## src/hdl/kevb_pkg.sv

```systemverilog
// ----------------------------------------------------------------------------
// kevb_pkg: shared types and constants
// Key codes, escape bytes, UTF-16 ranges, byte buffer types and the UTF-8
// encoder used by the key event byte generator.
// ----------------------------------------------------------------------------
package kevb_pkg;

  localparam int SeqBytes = 4;                      // longest run of one sequence
  localparam int IdxW     = $clog2(SeqBytes);
  localparam int LenW     = $clog2(SeqBytes + 1);
  localparam int RepW     = 5;
  localparam logic [RepW-1:0] RepCap = 5'd16;
  localparam logic [RepW-1:0] RepLimitRst = 5'd16;

  localparam logic [15:0] KeyEnd   = 16'h0023;
  localparam logic [15:0] KeyHome  = 16'h0024;
  localparam logic [15:0] KeyLeft  = 16'h0025;
  localparam logic [15:0] KeyUp    = 16'h0026;
  localparam logic [15:0] KeyRight = 16'h0027;
  localparam logic [15:0] KeyDown  = 16'h0028;
  localparam logic [15:0] KeyDel   = 16'h002E;

  localparam logic [7:0] ChEsc   = 8'h1B;
  localparam logic [7:0] ChBrack = 8'h5B;
  localparam logic [7:0] ChA     = 8'h41;
  localparam logic [7:0] ChB     = 8'h42;
  localparam logic [7:0] ChC     = 8'h43;
  localparam logic [7:0] ChD     = 8'h44;
  localparam logic [7:0] ChH     = 8'h48;
  localparam logic [7:0] ChF     = 8'h46;
  localparam logic [7:0] Ch3     = 8'h33;
  localparam logic [7:0] ChTilde = 8'h7E;

  localparam logic [15:0] HiSurLo = 16'hD800;
  localparam logic [15:0] HiSurHi = 16'hDBFF;
  localparam logic [15:0] LoSurLo = 16'hDC00;
  localparam logic [15:0] LoSurHi = 16'hDFFF;

  typedef logic [SeqBytes-1:0][7:0] byte_arr_t;

  typedef struct packed {
    byte_arr_t        bytes;
    logic [LenW-1:0]  len;
  } seq_t;

  typedef struct packed {
    logic load;   // request accepted: latch its byte run
    logic step;   // move the next byte into the output register
  } dp_cmd_t;

  typedef struct packed {
    logic has_run;   // the offered request yields at least one byte
    logic run_end;   // the byte at the head is the final one
    logic out_free;  // output register can take a byte this cycle
  } dp_sts_t;

  // UTF-8 encoding of a 21-bit code point
  function automatic seq_t utf8_enc(input logic [20:0] cp);
    seq_t s;
    s.bytes = '0;
    if (cp < 21'h80) begin
      s.bytes[0] = cp[7:0];
      s.len      = LenW'(1);
    end else if (cp < 21'h800) begin
      s.bytes[0] = {3'b110, cp[10:6]};
      s.bytes[1] = {2'b10, cp[5:0]};
      s.len      = LenW'(2);
    end else if (cp < 21'h10000) begin
      s.bytes[0] = {4'b1110, cp[15:12]};
      s.bytes[1] = {2'b10, cp[11:6]};
      s.bytes[2] = {2'b10, cp[5:0]};
      s.len      = LenW'(3);
    end else begin
      s.bytes[0] = {5'b11110, cp[20:18]};
      s.bytes[1] = {2'b10, cp[17:12]};
      s.bytes[2] = {2'b10, cp[11:6]};
      s.bytes[3] = {2'b10, cp[5:0]};
      s.len      = LenW'(4);
    end
    return s;
  endfunction

endpackage

```

## src/hdl/kevb_in_if.sv

```systemverilog
// ----------------------------------------------------------------------------
// kevb_in_if: key event request channel
// Valid/ready channel carrying one keyboard event.
// ----------------------------------------------------------------------------
interface kevb_in_if;
  logic        valid;
  logic        ready;
  logic        key_down;
  logic [15:0] key_code;
  logic [15:0] char_unit;
  logic [15:0] rpt_cnt;

  modport source (output valid, key_down, key_code, char_unit, rpt_cnt,
                  input ready);
  modport sink   (input valid, key_down, key_code, char_unit, rpt_cnt,
                  output ready);
endinterface

```

## src/hdl/kevb_out_if.sv

```systemverilog
// ----------------------------------------------------------------------------
// kevb_out_if: output byte channel
// Valid/ready channel carrying one byte and its end-of-run flag.
// ----------------------------------------------------------------------------
interface kevb_out_if;
  logic       valid;
  logic       ready;
  logic [7:0] out_byte;
  logic       last;

  modport source (output valid, out_byte, last, input ready);
  modport sink   (input valid, out_byte, last, output ready);
endinterface

```

## src/hdl/key_event_to_vt_utf8_bytes_core.sv

```systemverilog
// ----------------------------------------------------------------------------
// key_event_to_vt_utf8_bytes_core: keyboard event to VT/UTF-8 byte stream
// Top level joining the sequencing controller and the byte run datapath.
// ----------------------------------------------------------------------------
// One keyboard event request comes in on evt_i and leaves as a run of bytes
// on byte_o, one byte per cycle unless stalled, its final byte marked by last.
// Cursor and editing keys give VT sequences (ESC [ A/B/C/D/H/F, ESC [ 3 ~);
// other keys give their UTF-16 unit as UTF-8, with a high surrogate held
// until a low surrogate completes the pair. Releases, lone low surrogates,
// a bare high surrogate and a zero unit give no bytes. The run repeats as
// often as the request's rpt_cnt field asks (0 means once), capped by the
// repeat limit register limit_q
// written through cfg_we_i/cfg_wdata_i (0 acts as 1, above 16 as 16; reset
// 16). A request is taken while idle; a request that gives bytes then
// occupies the block while the single output byte register drains the
// buffered sequence, one byte a cycle unless byte_o stalls, len*reps bytes
// in all (len 1..4, reps 1..16, so up to 64). The next request is taken as
// soon as the final byte sits in the output register; requests giving no
// bytes leave the block idle.
// ----------------------------------------------------------------------------
module key_event_to_vt_utf8_bytes_core import kevb_pkg::*; (
  input  logic            clk_i,
  input  logic            rst_ni,
  input  logic            cfg_we_i,
  input  logic [RepW-1:0] cfg_wdata_i,
  kevb_in_if.sink         evt_i,
  kevb_out_if.source      byte_o
);

  dp_cmd_t cmd;   // controller to datapath
  dp_sts_t sts;   // datapath to controller

  kevb_ctrl u_ctrl (
    .clk_i      (clk_i),
    .rst_ni     (rst_ni),
    .in_valid_i (evt_i.valid),
    .in_ready_o (evt_i.ready),
    .sts_i      (sts),
    .cmd_o      (cmd)
  );

  // datapath decodes the offered request combinationally; the controller
  // only raises load on an accepted request
  kevb_dp u_dp (
    .clk_i          (clk_i),
    .rst_ni         (rst_ni),
    .cfg_we_i       (cfg_we_i),
    .cfg_wdata_i    (cfg_wdata_i),
    .key_down_i     (evt_i.key_down),
    .key_code_i     (evt_i.key_code),
    .char_unit_i    (evt_i.char_unit),
    .rpt_cnt_i      (evt_i.rpt_cnt),
    .cmd_i          (cmd),
    .sts_o          (sts),
    .out_ready_i    (byte_o.ready),
    .out_valid_o    (byte_o.valid),
    .out_byte_o     (byte_o.out_byte),
    .out_last_o     (byte_o.last)
  );

endmodule

```

## src/hdl/kevb_ctrl.sv

```systemverilog
// ----------------------------------------------------------------------------
// kevb_ctrl: sequencing controller
// Accepts a request when idle and steps its byte run into the output register.
// ----------------------------------------------------------------------------
module kevb_ctrl import kevb_pkg::*; (
  input  logic    clk_i,
  input  logic    rst_ni,
  input  logic    in_valid_i,
  output logic    in_ready_o,
  input  dp_sts_t sts_i,
  output dp_cmd_t cmd_o
);

  typedef enum logic [1:0] {
    ST_IDLE = 2'b01,
    ST_EMIT = 2'b10
  } state_e;

  state_e state_q, state_d;

  always_comb begin
    state_d    = state_q;
    in_ready_o = 1'b0;
    cmd_o      = '0;
    case (state_q)
      ST_IDLE: begin
        in_ready_o = 1'b1;
        cmd_o.load = in_valid_i;
        if (in_valid_i && sts_i.has_run) begin
          state_d = ST_EMIT;
        end
      end
      ST_EMIT: begin
        cmd_o.step = sts_i.out_free;
        if (sts_i.out_free && sts_i.run_end) begin
          state_d = ST_IDLE;
        end
      end
      default: begin
        state_d = ST_IDLE;
      end
    endcase
  end

  always_ff @(posedge clk_i or negedge rst_ni) begin
    if (!rst_ni) begin
      state_q <= ST_IDLE;
    end else begin
      state_q <= state_d;
    end
  end

endmodule

```

## src/hdl/kevb_dp.sv

```systemverilog
// ----------------------------------------------------------------------------
// kevb_dp: byte run datapath
// Key decode, surrogate hold, repeat limit, byte buffer, counters and the
// output register.
// ----------------------------------------------------------------------------
module kevb_dp import kevb_pkg::*; (
  input  logic            clk_i,
  input  logic            rst_ni,
  input  logic            cfg_we_i,
  input  logic [RepW-1:0] cfg_wdata_i,
  input  logic            key_down_i,
  input  logic [15:0]     key_code_i,
  input  logic [15:0]     char_unit_i,
  input  logic [15:0]     rpt_cnt_i,
  input  dp_cmd_t         cmd_i,
  output dp_sts_t         sts_o,
  input  logic            out_ready_i,
  output logic            out_valid_o,
  output logic [7:0]      out_byte_o,
  output logic            out_last_o
);

  logic [RepW-1:0] limit_q;
  logic [15:0]     held_q, held_d;
  byte_arr_t       buf_q;
  logic [LenW-1:0] len_q;
  logic [IdxW-1:0] idx_q;
  logic [RepW-1:0] rep_left_q;
  logic            out_valid_q;
  logic [7:0]      out_byte_q;
  logic            out_last_q;

  logic            special;
  seq_t            spec_seq, seq;
  logic            is_high, is_low;
  logic [20:0]     pair_cp;
  logic [RepW-1:0] lim_eff, reps;

  // decode of the offered event
  always_comb begin
    special        = 1'b1;
    spec_seq.bytes = '0;
    spec_seq.bytes[0] = ChEsc;
    spec_seq.bytes[1] = ChBrack;
    spec_seq.len   = LenW'(3);
    case (key_code_i)
      KeyUp:    spec_seq.bytes[2] = ChA;
      KeyDown:  spec_seq.bytes[2] = ChB;
      KeyRight: spec_seq.bytes[2] = ChC;
      KeyLeft:  spec_seq.bytes[2] = ChD;
      KeyHome:  spec_seq.bytes[2] = ChH;
      KeyEnd:   spec_seq.bytes[2] = ChF;
      KeyDel: begin
        spec_seq.bytes[2] = Ch3;
        spec_seq.bytes[3] = ChTilde;
        spec_seq.len      = LenW'(4);
      end
      default: special = 1'b0;
    endcase

    is_high = (char_unit_i >= HiSurLo) && (char_unit_i <= HiSurHi);
    is_low  = (char_unit_i >= LoSurLo) && (char_unit_i <= LoSurHi);
    // held unit is zero or a high surrogate; when non-zero its low ten bits are the offset
    pair_cp = {1'b0, held_q[9:0], char_unit_i[9:0]} + 21'h10000;

    if (special) begin
      seq = spec_seq;
    end else if (is_low) begin
      seq = utf8_enc(pair_cp);
    end else begin
      seq = utf8_enc({5'd0, char_unit_i});
    end

    sts_o.has_run = key_down_i &&
                    (special || (is_low && (held_q != '0)) ||
                     (!is_high && !is_low && (char_unit_i != '0)));
    sts_o.run_end  = (LenW'(idx_q) + LenW'(1) == len_q) && (rep_left_q == RepW'(1));
    sts_o.out_free = !out_valid_q || out_ready_i;

    held_d = held_q;
    if (key_down_i && !special) begin
      held_d = is_high ? char_unit_i : '0;
    end

    if (limit_q == '0) begin
      lim_eff = RepW'(1);
    end else if (limit_q > RepCap) begin
      lim_eff = RepCap;
    end else begin
      lim_eff = limit_q;
    end

    if (rpt_cnt_i == '0) begin
      reps = RepW'(1);
    end else if (rpt_cnt_i > {{(16-RepW){1'b0}}, lim_eff}) begin
      reps = lim_eff;
    end else begin
      reps = rpt_cnt_i[RepW-1:0];
    end
  end

  always_ff @(posedge clk_i or negedge rst_ni) begin
    if (!rst_ni) begin
      limit_q     <= RepLimitRst;
      held_q      <= '0;
      out_valid_q <= 1'b0;
      idx_q       <= '0;
      rep_left_q  <= '0;
    end else begin
      if (cfg_we_i) begin
        limit_q <= cfg_wdata_i;
      end
      if (cmd_i.load) begin
        held_q     <= held_d;
        idx_q      <= '0;
        rep_left_q <= reps;
      end else if (cmd_i.step) begin
        if (LenW'(idx_q) + LenW'(1) == len_q) begin
          idx_q      <= '0;
          rep_left_q <= rep_left_q - RepW'(1);
        end else begin
          idx_q <= idx_q + IdxW'(1);
        end
      end
      if (cmd_i.step) begin
        out_valid_q <= 1'b1;
      end else if (out_ready_i) begin
        out_valid_q <= 1'b0;
      end
    end
  end

  always_ff @(posedge clk_i) begin
    if (cmd_i.load) begin
      buf_q <= seq.bytes;
      len_q <= seq.len;
    end
    if (cmd_i.step) begin
      out_byte_q <= buf_q[idx_q];
      out_last_q <= sts_o.run_end;
    end
  end

  assign out_valid_o = out_valid_q;
  assign out_byte_o  = out_byte_q;
  assign out_last_o  = out_last_q;

endmodule

```

## src/flat_wrapper.sv

```systemverilog
// flat-port wrapper written by rule: the top's interface ports become plain ports
module key_event_to_vt_utf8_bytes_core_flat import kevb_pkg::*;
  (clk_i, rst_ni, cfg_we_i, cfg_wdata_i, evt_i_valid, evt_i_key_down, evt_i_key_code, evt_i_char_unit, evt_i_rpt_cnt, evt_i_ready, byte_o_valid, byte_o_out_byte, byte_o_last, byte_o_ready);
  kevb_in_if evt_i_i ();
  kevb_out_if byte_o_i ();
  input  logic clk_i;
  input  logic rst_ni;
  input  logic cfg_we_i;
  input  logic [RepW-1:0] cfg_wdata_i;
  input wire logic [$bits(evt_i_i.valid)-1:0] evt_i_valid;
  input wire logic [$bits(evt_i_i.key_down)-1:0] evt_i_key_down;
  input wire logic [$bits(evt_i_i.key_code)-1:0] evt_i_key_code;
  input wire logic [$bits(evt_i_i.char_unit)-1:0] evt_i_char_unit;
  input wire logic [$bits(evt_i_i.rpt_cnt)-1:0] evt_i_rpt_cnt;
  output wire logic [$bits(evt_i_i.ready)-1:0] evt_i_ready;
  output wire logic [$bits(byte_o_i.valid)-1:0] byte_o_valid;
  output wire logic [$bits(byte_o_i.out_byte)-1:0] byte_o_out_byte;
  output wire logic [$bits(byte_o_i.last)-1:0] byte_o_last;
  input wire logic [$bits(byte_o_i.ready)-1:0] byte_o_ready;
  assign evt_i_i.valid = evt_i_valid;
  assign evt_i_i.key_down = evt_i_key_down;
  assign evt_i_i.key_code = evt_i_key_code;
  assign evt_i_i.char_unit = evt_i_char_unit;
  assign evt_i_i.rpt_cnt = evt_i_rpt_cnt;
  assign evt_i_ready = evt_i_i.ready;
  assign byte_o_valid = byte_o_i.valid;
  assign byte_o_out_byte = byte_o_i.out_byte;
  assign byte_o_last = byte_o_i.last;
  assign byte_o_i.ready = byte_o_ready;
  key_event_to_vt_utf8_bytes_core u_core (.clk_i(clk_i), .rst_ni(rst_ni), .cfg_we_i(cfg_we_i), .cfg_wdata_i(cfg_wdata_i), .evt_i(evt_i_i), .byte_o(byte_o_i));
endmodule
```

## config.mk

```make
export PLATFORM = sky130hd
export DESIGN_NAME = key_event_to_vt_utf8_bytes_core_flat
export DESIGN_NICKNAME = d
export VERILOG_FILES = /design/src/hdl/kevb_pkg.sv /design/src/hdl/kevb_in_if.sv /design/src/hdl/kevb_out_if.sv /design/src/hdl/key_event_to_vt_utf8_bytes_core.sv /design/src/hdl/kevb_ctrl.sv /design/src/hdl/kevb_dp.sv /design/src/flat_wrapper.sv
export SDC_FILE = /design/constraint.sdc
export NUM_CORES = 1
export LEC_CHECK = 0
export BUFFER_PORTS_ARGS = -buffer_cell sky130_fd_sc_hd__buf_2
export CAP_MARGIN = 15
export CORE_ASPECT_RATIO = 1.4
export CORE_MARGIN = 8
export CORE_UTILIZATION = 63
export CTS_BUF_LIST = sky130_fd_sc_hd__clkbuf_4
export CTS_CLUSTER_DIAMETER = 200
export CTS_CLUSTER_SIZE = 12
export DETAILED_ROUTE_END_ITERATION = 10
export PLACE_DENSITY_LB_ADDON = 0.15
export SLEW_MARGIN = 20
export SYNTH_ARGS = -nofsm -noshare
export SYNTH_HDL_FRONTEND = slang
export SYNTH_HIERARCHICAL = 1
export SYNTH_SLANG_ARGS = --single-unit
```

## constraint.sdc

```tcl
create_clock -name clk_i -period 7 [get_ports clk_i]
set_clock_uncertainty 0.1 [all_clocks]
set_input_delay 0.7 -clock clk_i [delete_from_list [all_inputs] [get_ports clk_i]]
set_output_delay 0.7 -clock clk_i [all_outputs]
set_load 0.02 [all_outputs]
```

Word-level counts from Yosys, hierarchy flattened
Index checks and enable logic that the tools add are counted.
{ "totals": {"ff_bits": 75, "in_bits": 59, "out_inout_bits": 11, "elab_cells": 107} }
{ "classes": {"n_eq_ne": 13, "magnitude_cmp": 12, "n_mux": 37, "reduce_logical": 28, "add_sub_neg": 4} }
{ "ops": {"columns": ["cell", "count"], "rows": [
  ["equality test 16 x 6 -> 1 bit, second input constant", 7],
  ["two-way mux 35 bit", 2],
  ["one-hot mux 7 bit (7 select lines)", 1],
  ["two-way mux 24 bit", 2],
  ["two-way mux 5 bit", 7],
  ["greater-or-equal comparator 16 bit, second input constant", 2],
  ["<= comparator 16 bit, second input constant", 2],
  ["two-way mux 16 bit", 2],
  ["nonzero test 16 bit", 2],
  ["two-way mux 25 bit", 1],
  ["two-way mux 8 bit", 3],
  ["two-way mux 11 bit", 2],
  ["adder 20 x 17 -> 21 bit, second input constant", 1],
  ["< comparator 21 x 12 -> 1 bit, second input constant", 1],
  ["< comparator 21 x 17 -> 1 bit, second input constant", 1],
  ["< comparator 21 x 8 -> 1 bit, second input constant", 1],
  ["two-way mux 19 bit", 1],
  ["two-way mux 17 bit", 1],
  ["binary-select mux 8 bit (select 2 bit)", 1],
  ["greater-than comparator 16 x 5 -> 1 bit", 1],
  ["zero test 16 bit", 1],
  ["< comparator 16 x 12 -> 1 bit, second input constant", 1],
  ["< comparator 16 x 8 -> 1 bit, second input constant", 1],
  ["logical AND 1 bit", 10],
  ["other kinds (21)", 40]
]} }

Depth between registers and ports, before layout
Gate-level depths: netlist (run 1).
{ "logic_depth": {"word_depth": 10, "mapped_depth": 10, "mapped_depth_nobuf": 10} }

By module
Netlist (run 1), hierarchy kept.
{ "modules_own_cells": {"columns": ["module", "area_per_inst_um2", "cells_per_inst", "n_inst", "seq_area_each_um2"], "rows": [
  ["kevb_dp", 4261.6, 420, 1, 2048.2],
  ["kevb_ctrl", 106.4, 8, 1, 51.3]
]} }

Least setup slack after synthesis (run 1)
No wires, ideal clock.
{ "synth_timing": {"path_type": "in2reg", "start": "in evt_i_char_unit[10]", "end": "reg u_core/u_dp/buf_q[18] in the netlist's numbering (data pin)", "cell_stages": 8, "arrival_ns": 2.310, "required_ns": 6.639, "path_slack_ns": 4.329, "setup_ns": 0.261, "n_path_buf": 2, "path_cell_list": "buf_2 -> and2_2 -> and3_2 -> buf_6 -> and3_2 -> or2_1 -> a22o_1 -> a221o_1"} }
{ "synth_lines": {"columns": ["element", "line", "text"], "rows": [
  ["start: declaration", "flat_wrapper.sv:13", "input wire logic [$bits(evt_i_i.char_unit)-1:0] evt_i_char_unit;"],
  ["end signal: assignment", "kevb_dp.sv:135", "buf_q <= seq.bytes;"],
  ["end: declaration", "kevb_dp.sv:25", "byte_arr_t buf_q;"]
]} }

==> run summary, run 1 <==
status = finished, final reports clean
Final setup viols = 0
routed len/inst = 18.4 um
Pleak = 1.96 nW
power share of the combinational group = 16.1%
Fmax = 0.310 GHz
post-synth top area share = 30.2%
post-route ant nets = 0
CTS Buf Count = 9
CTS tree = yes
Area Growth Syn to Fin = 10.3%
fillers = 558
Hold Path Class = in2async
Final #Nets = 551
Die ar. = 9890 um2
area leader, netlist = edfxtp_1
Pint = 0.678 mW
final worst path period need = 3.22 ns
post-synthesis mux area share = 6.65%
post-synthesis compound-gate area fraction = 16.0%
max-cap viol count = 0
Worst Tran Pin Value = 0.946 ns
clock sink count = 75
Synth Area in Simple Gates = 20.0%
DRT iter0 DRCs = 243
total routed wirelength = 10700 um
WP data arrival = 3.49 ns
#FFs+latches synth = 75
# H-tree levels = 3
cell count after synthesis = 428
post-synthesis adder-cell area fraction = 2.86%
DR pass1 iterations = 5
Core Region = 6850 um2
number of antenna violations at the first check in global routing = 0
cell area power density = 191 nW/um2
antenna diode count = 0
GP Congestion = 0.968
drt drc = 0
setup repair bufs after CTS = 0
Worst-path clk slew = 0.11 ns
gr usage total = 23.3%
Detailed Place HPWL = 8090 um
Worst Setup Path Type = reg2reg
setup tns final = 0 ns
number of global-route vias before repair = 3775
largest fanout on the critical path = 44
xor and xnor area share after synthesis = 1.80%
async set or reset register ratio after synthesis = 41.3%
Skew-Pair Late Insertion Delay = 0.42 ns
CP endpoint kind = flip-flop
pin count of the biggest net entering global routing = 45
Seq pwr share = 56.9%
synth warn = 6
drt via density = 6.28
slew margin rel. = 36.9%
first-pass GRT wire length = 18100 um
Psw = 0.244 mW
largest family of logic cells by synthesized area = simple AND/OR/NAND/NOR gates
Hold Violations, Final = 0
Distinct cells, synth = 71
io pins = 70
Row Count = 36
clock root buffer = clkbuf_4
starting density of the core = 63.8%
fin. max-slew vios = 0
syn nets = 497
Synth Flop Type = edfxtp_1
maximum vdd drop = 0.000119 V
Post-synth EDFFs = 44
vias after detailed routing = 3654
# hold bufs at CTS = 0
Worst Hold Slack = 0.214 ns
Sw Ratio = 26.4%
top cells by area in the synthesized netlist = edfxtp_1 (30%), dfrtp_1 (17%), nand2_1 (4.4%)
syn avg cell area = 10.2 um2
IO buf count = 69
critical path required time = 7.26 ns
clock share of power = 27.1%
Die Wd = 86.4 um
layout cell share with drive strength beyond 1 = 23.4%
Max Root-Sink Buffers = 2
register area share after synthesis = 48.1%
Tcrit/Tclk final = 46.1%
Worst setup SP type = flip-flop
Mapped Area = 4370 um2
Post-CTS Resized = 0
RSZ-0062 raised after global routing = no
grt ovf = 0
DIE HEIGHT = 115 um
metrics by stage:
step | instances | total power [mW] | utilization (%) | worst slack [ns] | cell area (um2)
after floorplan | 428 | 0.631 | - | 4.33 | 4370
after global placement | 566 | 0.673 | 68.4 | 3.82 | 4680
after detailed placement | 566 | 0.682 | 68.4 | 3.66 | 4680
after CTS | 582 | 0.931 | 70.4 | 3.73 | 4820
after global routing | 582 | 0.969 | 70.4 | 3.44 | 4820
final | 582 | 0.922 | 70.4 | 3.78 | 4820
cells in the final DEF, fill, tap and decap left out, types with 8 or more instances in the layout:
cell,synthesis,layout
inv_1,12,12
mux4_2,8,8
nor4_1,11,11
nor2_1,33,33
edfxtp_1,44,44
buf_2,3,69
nor3_1,12,12
o21ai_0,25,25
nand2_1,51,51
dfrtp_1,29,29
clkbuf_4,1,10
ha_1,10,10
nand3_1,10,10
mux2_2,8,8
a21oi_1,26,26
area by class of cell:
class	instances	area (um2)	share of cell area, %
clock buffers	10	75.1	1.56
flip-flops and latches	75	2100	43.6
inverters	13	48.8	1.01
repair buffers	70	353	7.32
multi-input cells	313	2060	42.9
well taps	95	119	2.47
clock inverters	6	57.6	1.19
routing by layer:
| metal | wire length, um | track usage, % |
|---|---|---|
| met1 | 4190 | 26.3 |
| met2 | 5350 | 40.0 |
| met3 | 817 | 6.39 |
| met4 | 349 | 9.80 |
| met5 | 0 | 0 |
power groups by stage:
| stage | clock network [mW] | registers (mW) | logic [mW] |
|---|---|---|---|
| after floorplan | 0 | 0.527 | 0.103 |
| after global placement | 0 | 0.532 | 0.142 |
| after detailed placement | 0 | 0.534 | 0.147 |
| after CTS | 0.258 | 0.525 | 0.148 |
| after global routing | 0.276 | 0.528 | 0.165 |
| final | 0.250 | 0.524 | 0.148 |
Yosys cell counts, drive strengths merged (3+ instances only):
library cell	number
o21ai	27
mux4	8
a21o	5
nor4b	4
and3	5
nand2b	7
xnor2	6
o21a	3
nor4	11
inv	12
edfxtp	44
nand3	10
buf	13
nor2	34
a31oi	5
dfrtp	29
ha	10
xor2	3
nand2	51
o211ai	4
a22oi	5
clkbuf	14
nor2b	7
a21oi	26
a221oi	6
nand4	5
o22ai	5
and2	7
nor3	12
a211o	3
nor3b	4
mux2	8
flip-flops by register name (all words and copies together) (netlist names):
| signal | cells |
|---|---|
| u_core/u_dp/limit_q | 5 |
| u_core/u_dp/held_q | 16 |
| u_core/u_dp/out_byte_o | 8 |
| u_core/u_ctrl/state_q | 2 |
| u_core/u_dp/out_valid_o | 1 |
| u_core/u_dp/buf_q | 32 |
| u_core/u_dp/idx_q | 2 |
| u_core/u_dp/len_q | 3 |
| u_core/u_dp/out_last_o | 1 |
| u_core/u_dp/rep_left_q | 5 |
cell families after synthesis:
group | count (synthesis)
AOI/OAI and AO/OA | 107
xor gates and xnor gates | 9
adders and majority gates | 10
buffers and inverters | 40
DFF | 75
muxes | 18
and+or+nand+nor | 169
path summary, 6_finish.rpt:
kind | start | end | slack [ns] | cells after the start
setup reg to reg | u_core/u_ctrl/state_q[0] | u_core/u_dp/held_q[15] | 3.78 | 5
setup / recovery | u_core/u_ctrl/state_q[0] | u_core/u_dp/held_q[15] | 3.78 | 5
max in group asynchronous | rst_ni | u_core/u_dp/held_q[11] | 6.14 | 1
hold / removal | rst_ni | u_core/u_dp/idx_q[1] | 0.21 | 1
min in group clk_i | evt_i_valid | u_core/u_ctrl/state_q[0] | 0.36 | 2
hold reg to reg | u_core/u_dp/held_q[11] | u_core/u_dp/held_q[11] | 0.40 | 1
critical path, cell delays in order, from the launching register on:
cell and delay [ns]:
dfstp_2 0.55, nor2b_4 0.16, and2_2 0.78, nand3_1 0.83
nor3_1 0.59, a21o_1 0.14
Note: power is estimated with default switching activity, not from simulation.
==> inputs of run 2 (changes only) <==
Settings changed: CORE_UTILIZATION 63 to 59.
Clock period 7 ns to 3 ns, I/O delays scaled along.
==> run 2 against run 1 <==
Final cell count increased by 3.4%; sequential power is 130% higher; wire length grew 6.6%; setup slack lost 3.5 ns; fmax up 20%; register-to-register slack worse by 3.5 ns; sequential cell count did not move; first-iteration DRC count is 8.2% higher; utilization shrank 2.2 points; largest power group unchanged.
==> run summary, run 2 (synthesis gave the netlist of run 1 again) <==
drt drc = 0 (unchanged)
Sw Ratio = 27.8% (was 26.4%)
Worst setup SP type = flip-flop (unchanged)
Seq pwr share = 57.5% (was 56.9%)
WHS Path Cells = 3
DR pass1 iterations = 5 (unchanged)
Worst R2R Setup Slack = 0.30 ns (was 3.78 ns)
final non-filler cell area = 4960 um2 (was 4820 um2)
grt ovf = 0 (unchanged)
CP endpoint kind = flip-flop (unchanged)
CTS Buf Count = 9 (unchanged)
Final setup viols = 0 (unchanged)
WP data arrival = 2.78 ns (was 3.49 ns)
Worst Hold Slack = 0.0758 ns (was 0.214 ns)
Row Count = 37 (was 36)
number of antenna violations at the first check in global routing = 0 (unchanged)
IO buf count = 69 (unchanged)
power share of the combinational group = 17.5% (was 16.1%)
Area Growth Syn to Fin = 13.5% (was 10.3%)
Pint = 1.53 mW (was 0.678 mW)
setup tns final = 0 ns (unchanged)
commonest non-fill, non-tap cell in the layout = buf_2 (unchanged)
largest fanout on the critical path = 6 (was 44)
io pins = 70 (unchanged)
clock share of power = 24.9% (was 27.1%)
DP Area = 4760 um2 (was 4680 um2)
Reg area = 2100 um2 (unchanged)
Pleak = 2.04 nW (was 1.96 nW)
first-pass GRT wire length = 18500 um (was 18100 um)
GP Congestion = 0.971 (was 0.968)
Core Region = 7270 um2 (was 6850 um2)
Worst Tran Pin Value = 0.696 ns (was 0.946 ns)
max reg flops = 32 (unchanged)
slew margin rel. = 53.6% (was 36.9%)
Fmax = 0.371 GHz (was 0.310 GHz)
largest reg by FF count = u_core/u_dp/buf_q (unchanged)
Skew-Pair Late Insertion Delay = 0.42 ns (about the same)
setup repair bufs after CTS = 0 (unchanged)
# H-tree levels = 3 (unchanged)
Worst Setup Path Type = reg2reg (unchanged)
DRT iter0 DRCs = 263 (was 243)
vias after detailed routing = 3668 (was 3654)
CTS tree = yes (unchanged)
starting density of the core = 60.1% (was 63.8%)
max-cap viol count = 0 (unchanged)
fillers = 601 (was 558)
cell area power density = 427 nW/um2 (was 191 nW/um2)
final worst path period need = 2.70 ns (was 3.22 ns)
gr usage total = 23.2% (was 23.3%)
maximum vdd drop = 0.000316 V (was 0.000119 V)
Psw = 0.588 mW (was 0.244 mW)
multi-input logic area = 2060 um2 (unchanged)
layout cell share with drive strength beyond 1 = 25.1% (was 23.4%)
Final #Nets = 569 (was 551)
Die Wd = 88.7 um (was 86.4 um)
most frequent cells in the layout = buf_2 (69), nand2_1 (51), edfxtp_1 (44), nor2_1 (33), dfrtp_1 (29) (unchanged)
DIE HEIGHT = 118 um (was 115 um)
Pwr Total = 2.12 mW (was 0.922 mW)
pin count of the biggest net entering global routing = 38 (was 45)
Die ar. = 10500 um2 (was 9890 um2)
clock sink count = 75 (unchanged)
fin. max-slew vios = 0 (unchanged)
post-route ant nets = 0 (unchanged)
number of global-route vias before repair = 3666 (was 3775)
Hold Violations, Final = 0 (unchanged)
Worst-path clk slew = 0.11 ns (about the same)
RSZ-0062 raised after global routing = no (unchanged)
Tcrit/Tclk final = 89.9% (was 46.1%)
status = finished, final reports clean (unchanged)
total routed wirelength = 11400 um (was 10700 um)
critical path required time = 3.08 ns (was 7.26 ns)
fin util = 68.2% (was 70.4%)
Detailed Place HPWL = 8560 um (was 8090 um)
antenna diode count = 0 (unchanged)
drt via density = 6.09 (was 6.28)
Hold Path Class = in2reg (was in2async)
clock root buffer = clkbuf_4 (unchanged)
Max Root-Sink Buffers = 2 (unchanged)
R2R depth = 8 (was 5)
routed len/inst = 19.0 um (was 18.4 um)
## run 2: cell types whose count changed in the layout (fill, tap and decap cells not counted), sizes merged
cell / delta
clkinv: -2
inv: +1
bufinv: -1
clkinvlp: +1
dlygate4sd3: +8
buf: +10
clkbuf: +1
## run 2: area by class of cell
cell class	count	area share [%]
sequential	75	42.4
multi-input combinational	313	41.7
timing repair buffer	88	10.2
tap	97	2.45
clock buffer	11	1.67
inverter	13	0.985
clock inverter	5	0.631
## run 2: power groups by stage
stage,clock (mW),combinational [mW],sequential (mW)
floorplan,0,0.241,1.23
global placement,0,0.350,1.24
detailed placement,0,0.359,1.24
CTS,0.543,0.369,1.22
global route,0.590,0.411,1.23
finish,0.527,0.371,1.22
## run 2: stage by stage
stage | setup slack [ns] | std cells
floorplan | 0.383 | 428
global placement | 0.363 | 578
detailed placement | 0.329 | 578
CTS | 0.316 | 602
global route | 0.132 | 602
finish | 0.304 | 602
## run 2: worst max-delay path, cell delays in order, from the launching register on
cell	delay, ns
dfrtp_1	0.44
inv_1	0.08
ha_1	0.34
nor3b_2	0.29
o21ai_0	0.17
and3_2	0.24
or2_1	0.24
a22o_1	0.23
a221o_1	0.33
## run 2: worst paths after layout
path / startpoint / end
worst max-delay path: u_core/u_dp/held_q[6] / u_core/u_dp/buf_q[18]
worst max register to register: u_core/u_dp/held_q[6] / u_core/u_dp/buf_q[18]
worst min register to register: u_core/u_dp/held_q[14] / u_core/u_dp/held_q[14]
max in group asynchronous: rst_ni / u_core/u_dp/held_q[3]
min in group asynchronous: rst_ni / u_core/u_dp/idx_q[0]
worst min-delay path: byte_o_ready / u_core/u_dp/out_valid_o
## run 2: repair_timing
action,CTS,global route
hold buffers,8,0
hold endpoints to repair,35,0
gates resized for setup,0,0
setup endpoints to repair,0,0
## run 2: layer usage
layer / vias up / wire length, um / track usage, %
li1: 1745 / - / -
met3: 46 / 775 / 4.89
met5: - / 0 / 0
met1: 1717 / 4290 / 27.3
met4: 0 / 561 / 12.3
met2: 160 / 5780 / 37.9
==> inputs of run 3 (changes only) <==
Settings changed: BUFFER_PORTS_ARGS -buffer_cell sky130_fd_sc_hd__buf_2 to -buffer_cell sky130_fd_sc_hd__buf_4, CAP_MARGIN 15 to 10.
==> run 3 against run 2 <==
Critical path depth unchanged; sequential power about the same; sequential cell count unchanged; utilization up 2.8 points; register-to-register slack worse by 0.07 ns; setup slack worse by 0.073 ns; largest cell class unchanged; die area unchanged; global-route usage up 0.61 points; final cell count up 0.17%; largest power group unchanged; wire length up 5.0%; non-clock buffer count up 1.
==> run summary, run 3 (synthesis gave the netlist of run 1 again) <==
GP Congestion = 1.03 (was 0.971)
WP data arrival = 2.85 ns (was 2.78 ns)
critical path required time = 3.09 ns (was 3.08 ns)
Die Wd = 88.7 um (unchanged)
DIE HEIGHT = 118 um (unchanged)
Tcrit/Tclk final = 92.3% (was 89.9%)
Worst setup SP type = flip-flop (unchanged)
worst path cell trace = inv_1, ha_1, nor3b_2, o21ai_0, and3_2, or2_1, a22o_1, a221o_1 (unchanged)
most frequent cells in the layout = buf_4 (81), nand2_1 (51), edfxtp_1 (44), nor2_1 (33), dfrtp_1 (29) (was buf_2 (69), nand2_1 (51), edfxtp_1 (44), nor2_1 (33), dfrtp_1 (29))
vias after detailed routing = 3717 (was 3668)
Worst Path Buf+Inv = 1 (unchanged)
Pleak = 2.12 nW (was 2.04 nW)
max incr delay on CP = 0.45 ns (was 0.44 ns)
number of global-route vias before repair = 3839 (was 3666)
starting density of the core = 60.1% (unchanged)
IO buf count = 69 (unchanged)
setup tns final = 0 ns (unchanged)
family with the most delay on the worst path = simple AND/OR/NAND/NOR gates (unchanged)
# H-tree levels = 3 (unchanged)
DRT iter0 DRCs = 238 (was 263)
R2R depth = 8 (unchanged)
final worst path period need = 2.77 ns (was 2.70 ns)
post-route setup slack = 0.231 ns (was 0.304 ns)
total routed wirelength = 12000 um (was 11400 um)
Pwr Total = 2.24 mW (was 2.12 mW)
RSZ-0062 raised after global routing = no (unchanged)
maximum vdd drop = 0.000432 V (was 0.000316 V)
fin util = 71.0% (was 68.2%)
Max Root-Sink Buffers = 2 (unchanged)
io pins = 70 (unchanged)
antenna diode count = 0 (unchanged)
fin. max-slew vios = 0 (unchanged)
post-route ant nets = 0 (unchanged)
crit path max-delay cell type = dfrtp_1 (unchanged)
first-pass GRT wire length = 19100 um (was 18500 um)
routed len/inst = 19.9 um (was 19.0 um)
power share of the combinational group = 18.0% (was 17.5%)
layout cell share with drive strength beyond 1 = 25.3% (was 25.1%)
Sw Ratio = 26.7% (was 27.8%)
CTS Buf Count = 9 (unchanged)
WHS Path Cells = 3 (unchanged)
Worst Tran Pin Value = 0.673 ns (was 0.696 ns)
Die ar. = 10500 um2 (unchanged)
max reg flops = 32 (unchanged)
Post-CTS Resized = 0 (unchanged)
Area Growth Syn to Fin = 18.1% (was 13.5%)
Core Region = 7270 um2 (unchanged)
Worst Hold Slack = 0.0726 ns (was 0.0758 ns)
clock share of power = 27.5% (was 24.9%)
Crit. path cell count = 8 (unchanged)
largest reg by FF count = u_core/u_dp/buf_q (unchanged)
Psw = 0.598 mW (was 0.588 mW)
Row Count = 37 (unchanged)
pin count of the biggest net entering global routing = 44 (was 38)
CP endpoint kind = flip-flop (unchanged)
clock root buffer = clkbuf_4 (unchanged)
Skew-Pair Late Insertion Delay = 0.43 ns (was 0.42 ns)
status = finished, final reports clean (unchanged)
number of antenna violations at the first check in global routing = 0 (unchanged)
DR pass1 iterations = 5 (unchanged)
Worst R2R Setup Slack = 0.23 ns (was 0.30 ns)
Seq pwr share = 54.5% (was 57.5%)
clock sink count = 75 (unchanged)
largest fanout on the critical path = 6 (unchanged)
Hold Path Class = in2reg (unchanged)
Final #Nets = 570 (was 569)
setup repair bufs after CTS = 0 (unchanged)
Final setup viols = 0 (unchanged)
CTS tree = yes (unchanged)
Detailed Place HPWL = 8950 um (was 8560 um)
gr usage total = 23.8% (was 23.2%)
Worst-path clk slew = 0.12 ns (was 0.11 ns)
Fmax = 0.361 GHz (was 0.371 GHz)
Hold Violations, Final = 0 (unchanged)
Worst Setup Path Type = reg2reg (unchanged)
drt via density = 6.16 (was 6.09)
Pint = 1.64 mW (was 1.53 mW)
dpl ws = 0.271 ns (was 0.329 ns)
slew margin rel. = 55.0% (was 53.6%)
drt drc = 0 (unchanged)
cell area power density = 434 nW/um2 (was 427 nW/um2)
max-cap viol count = 0 (unchanged)
commonest non-fill, non-tap cell in the layout = buf_4 (was buf_2)
grt ovf = 0 (unchanged)
## run 3: cell count changes in the layout (fill, tap and decap cells not counted), sizes merged
cell,previous run,this run
inv,13,14
bufinv,0,1
clkinvlp,2,0
buf,80,81
## run 3: final cells by class
cell class	count	area [um2]
fill	578	2110
sequential	75	2100
clock inverter	5	53.8
tap	97	121
timing repair buffer	89	688
inverter	13	48.8
clock buffer	11	82.6
multi-input combinational	313	2060
## run 3: final timing paths
check,start,to
max,u_core/u_dp/held_q[6],u_core/u_dp/buf_q[18]
min,evt_i_char_unit[4],u_core/u_dp/held_q[4]
max reg2reg,u_core/u_dp/held_q[6],u_core/u_dp/buf_q[18]
min reg2reg,u_core/u_dp/held_q[15],u_core/u_dp/held_q[15]
max in group asynchronous,rst_ni,u_core/u_dp/limit_q[4]
min in group asynchronous,rst_ni,u_core/u_dp/idx_q[1]
## run 3: power groups by stage
stage	logic [mW]	clock network (mW)	registers, mW
floorplan	0.241	0	1.23
detailed placement	0.391	0	1.24
global route	0.442	0.673	1.22
global placement	0.377	0	1.23
CTS	0.402	0.633	1.22
finish	0.404	0.615	1.22
## run 3: metal layers
metal	vias up	share of wire, %	track usage [%]
li1	1747	-	-
met1	1781	37	26.7
met2	146	53	40.4
met3	43	5.9	4.68
met4	0	3.8	12.9
met5	-	0	0
## run 3: what timing repair did
| action | 4_1_cts | 5_1_grt |
|---|---|---|
| endpoints found under the setup margin | 0 | 0 |
| hold endpoints to repair | 37 | 0 |
| hold buffers | 8 | 0 |
## run 3: worst reg2reg max path: stages (launching register included)
cell     delay [ns]
dfrtp_1        0.45
inv_1          0.08
ha_1           0.34
nor3b_2        0.30
o21ai_0        0.19
and3_2         0.26
or2_1          0.25
a22o_1         0.24
a221o_1        0.33
## run 3: metrics by stage
step	instances	instance area, um2
global route	603	5160
finish	603	5160
CTS	603	5160
global placement	579	4940
floorplan	428	4370
detailed placement	579	4940
